**src/hdl/lgs_ram.sv**
```systemverilog
// Generic single-write, single-read RAM with registered read data.
`default_nettype none
module lgs_ram #(
  parameter int WIDTH = 64,
  parameter int DEPTH = 64
) (
  input  logic                     clk,
  input  logic                     we,
  input  logic [$clog2(DEPTH)-1:0] waddr,
  input  logic [WIDTH-1:0]         wdata,
  input  logic [$clog2(DEPTH)-1:0] raddr,
  output logic [WIDTH-1:0]         rdata
);

  logic [WIDTH-1:0] mem [DEPTH];
  logic [WIDTH-1:0] rdata_r;

  always_ff @(posedge clk) begin
    if (we) begin
      mem[waddr] <= wdata;
    end
    rdata_r <= mem[raddr];
  end

  assign rdata = rdata_r;

endmodule
`default_nettype wire

```
**config.mk**
```make
export PLATFORM = sky130hd
export DESIGN_NAME = lgs_ram
export DESIGN_NICKNAME = d
export VERILOG_FILES = /design/src/hdl/lgs_ram.sv
export SDC_FILE = /design/constraint.sdc
export NUM_CORES = 2
export LEC_CHECK = 0
export BUFFER_PORTS_ARGS = -buffer_cell sky130_fd_sc_hd__buf_4
export CAP_MARGIN = 20
export CORE_ASPECT_RATIO = 1.1
export CORE_MARGIN = 4
export CORE_UTILIZATION = 25
export CTS_BUF_LIST = sky130_fd_sc_hd__clkbuf_2
export CTS_CLUSTER_DIAMETER = 120
export DETAILED_ROUTE_END_ITERATION = 7
export SETUP_SLACK_MARGIN = 0.02
export SLEW_MARGIN = 20
export SYNTH_ARGS = -nofsm -noshare
export SYNTH_HDL_FRONTEND = slang
export SYNTH_SLANG_ARGS = --single-unit
```
**constraint.sdc**
```tcl
create_clock -name clk -period 9.2 [get_ports clk]
set_clock_uncertainty 0.2 [all_clocks]
set_input_delay 1.84 -clock clk [delete_from_list [all_inputs] [get_ports clk]]
set_output_delay 1.84 -clock clk [all_outputs]
set_load 0.1 [all_outputs]
```
==> impl_metrics.env <==
export IMPL_worst_path_buf_inv=1
export IMPL_root_buffer="clkbuf_2"
export IMPL_ys_flop_type="edfxtp_1"
export IMPL_drtIter0Drc=8762
export IMPL_drive_above_1_share=0.346
export IMPL_clkTransAtPathRegs_ns=0.13
export IMPL_fmaxAchievable_ghz=0.189
export IMPL_track_usage=0.137
export IMPL_p_clk_frac=0.329
export IMPL_hold_viol=0
export IMPL_cap_violations=0
export IMPL_power_frac_comb=0.064
export IMPL_path_cells="buf_4"
export IMPL_place_area_mm2=0.168
export IMPL_synth_area_top_cells="edfxtp_1 79%, mux4_2 15%, mux2i_1 0.86%, dfxtp_1 0.82%, a22oi_1 0.81%"
export IMPL_wl_per_cell_um=27.3
export IMPL_dp_hpwl_um=251000
export IMPL_cp_top_family="flip-flops"
export IMPL_fill_cells=61000
export IMPL_criticalPathCategory="reg -> out"
export IMPL_grt_max_degree=122
export IMPL_grt_first_pass_wirelength_um=626000
export IMPL_start_util=0.251
export IMPL_ys_ff_latch=4160
export IMPL_die_x_um=762
export IMPL_cts_htree_levels=6
export IMPL_cts_buffer_depth=4
export IMPL_pwr_share_seq=0.607
export IMPL_drt_total_wl_um=450000
export IMPL_seqCellArea_mm2=0.124
export IMPL_layout_commonest_cell="edfxtp_1"
export IMPL_cts_sinks=4160
export IMPL_clock_latency_ns=2.08
export IMPL_power_switching_mw=8.67
export IMPL_min_path_type="in -> reg"
export IMPL_async_reset_ff_frac=0
export IMPL_worstMarginPinSlew_ns=1.17
export IMPL_setup_tns_ns=0
export IMPL_rsz0062_at_grt="false"
export IMPL_ios=142
export IMPL_end_kind="output port"
export IMPL_worst_slack_ns=3.91
export IMPL_synth_seq_area_share=0.795
export IMPL_portBuffers=141
export IMPL_netlist_cell_type_count=33
export IMPL_postSynthCellCount=6598
export IMPL_slew_headroom=0.220
export IMPL_layout_common_cells="4096 x edfxtp_1, 1286 x clkbuf_2, 1024 x mux4_2, 295 x buf_4, 204 x clkinv_1"
export IMPL_vias=77400
export IMPL_powerDensity_mw_per_mm2=196
export IMPL_synth_top_area_share=0.787
export IMPL_drt_pass1_iterations=5
export IMPL_area_growth_pct=13.4
export IMPL_syn_nets=6676
export IMPL_synth_top_area_cell="edfxtp_1"
export IMPL_cts_resized_gates=0
export IMPL_ant_nets=0
export IMPL_layout_min_cycle_time_ns=5.29
export IMPL_place_ws_ns=3.30
export IMPL_drv_slew=0
export IMPL_ys_warn_count=0
export IMPL_overflow=0
export IMPL_switching_share=0.250
export IMPL_numCtsBuffers=888
export IMPL_gp_congestion=0.788
export IMPL_final_cell_area_mm2=0.177
export IMPL_first_global_vias=80200
export IMPL_p_int_mw=26.0
export IMPL_via_per_inst=4.70
export IMPL_final_util=0.284
export IMPL_die_height_um=837
export IMPL_worstPathMaxFanout=1
export IMPL_crit_slowest_cell="dfxtp_1"
export IMPL_multiInputGateArea_mm2=0.0308
export IMPL_nNetsFinal=7581
export IMPL_status="completed"
export IMPL_syn_area_mm2=0.156
export IMPL_postCtsSetupRepairBufs=0
export IMPL_antenna_found_initial=63
export IMPL_cts_tree="built"
export IMPL_die_area_mm2=0.638
export IMPL_required_ns=7.16
export IMPL_synth_enable_flop_cells=4096
export IMPL_ir_drop_mv=0.0918
export IMPL_min_period_over_period=0.575
export IMPL_cp_start_kind="flip-flop"
export IMPL_arrival_ns=3.25
export IMPL_coreArea_mm2=0.623
export IMPL_critPathMaxStageDelay_ns=0.75
export IMPL_setup_viol=0
export IMPL_syn_avg_cell_area_um2=23.7
export IMPL_rows=304
export IMPL_route_detailed_drc=0
export IMPL_power_leakage_nw=54.9
==> path summary, 6_finish.rpt <==
check | depth (start not counted) | to | from | slack [ns]
worst min-delay path | 3 | mem[49][59]$_DFFE_PP_ | waddr[1] | 0.29
worst max-delay path | 1 | rdata[59] | rdata[59]$_DFF_P_ | 3.91
worst min register to register | 4 | rdata[63]$_DFF_P_ | mem[52][63]$_DFFE_PP_ | 0.67
worst max register to register | 5 | rdata[26]$_DFF_P_ | mem[13][26]$_DFFE_PP_ | 6.55
==> stage by stage <==
| stage | hold slack (ns) | std cells | total power, mW |
|---|---|---|---|
| floorplan | 0.588 | 6598 | 22.7 |
| global placement | 0.686 | 14800 | 23.7 |
| detailed placement | 0.673 | 14800 | 23.7 |
| CTS | 0.0374 | 16500 | 35.1 |
| global route | 0.108 | 16500 | 36.2 |
| finish | 0.291 | 16500 | 34.7 |
==> worst register-to-register path: stages, from the launching register on <==
cell      delay (ns)
edfxtp_1        0.38
mux4_2          0.46
nor2b_1         0.14
a211oi_1        0.55
o22ai_1         0.42
and3_1          0.27
==> layer usage <==
| metal | up-vias | GRT usage | wire length [um] |
|---|---|---|---|
| li1 | 30900 | - | - |
| met1 | 41600 | 0.165 | 165000 |
| met2 | 4014 | 0.240 | 231000 |
| met3 | 803 | 0.0276 | 37100 |
| met4 | 40 | 0.0517 | 17000 |
| met5 | - | 0 | 255 |
==> synth_stat cells, drive strengths merged (29+ instances only) <==
master and number:
a22o 88, o22ai 83, nor2 112, a22oi 168, mux2i 135, mux4 1024, or3 29, buf 230
dfxtp 64, edfxtp 4096, a211oi 63, nand3 45, o221ai 38, clkbuf 140, nand2 58, and3 64
==> state kept, by name (all words and copies together), names as in the netlist <==
name	cells
rdata	64
mem	4096
==> power by group through the flow <==
stage	logic (mW)	clock network [mW]	registers (mW)
6_report	2.21	11.4	21.1
2_1_floorplan	0.977	0	21.7
3_5_place_dp	2.22	0	21.5
5_1_grt	2.33	12.8	21.1
4_1_cts	2.26	11.7	21.1
3_3_place_gp	2.18	0	21.5
==> what timing repair did <==
item                        CTS  global route
setup endpoints to repair     0             0
hold endpoints to repair   2306             0
hold buffers                 64             0
==> logic make-up after synthesis <==
| family | share of synthesized area |
|---|---|
| flops | 0.795 |
| compound gates | 0.0248 |
| simple gates | 0.0124 |
| buf+inv | 0.0118 |
| mux | 0.156 |
==> final cells by class <==
cell class                      count  share of cell area
Clock buffer                     1286              0.0363
Inverter                           19            0.000402
Antenna cell                       19            0.000268
Sequential cell                  4160               0.701
Tap cell                         8262              0.0583
Timing Repair Buffer              385              0.0191
Multi-Input combinational cell   2049               0.174
Clock inverter                    311              0.0108
Power figures use the tool's default switching activity.
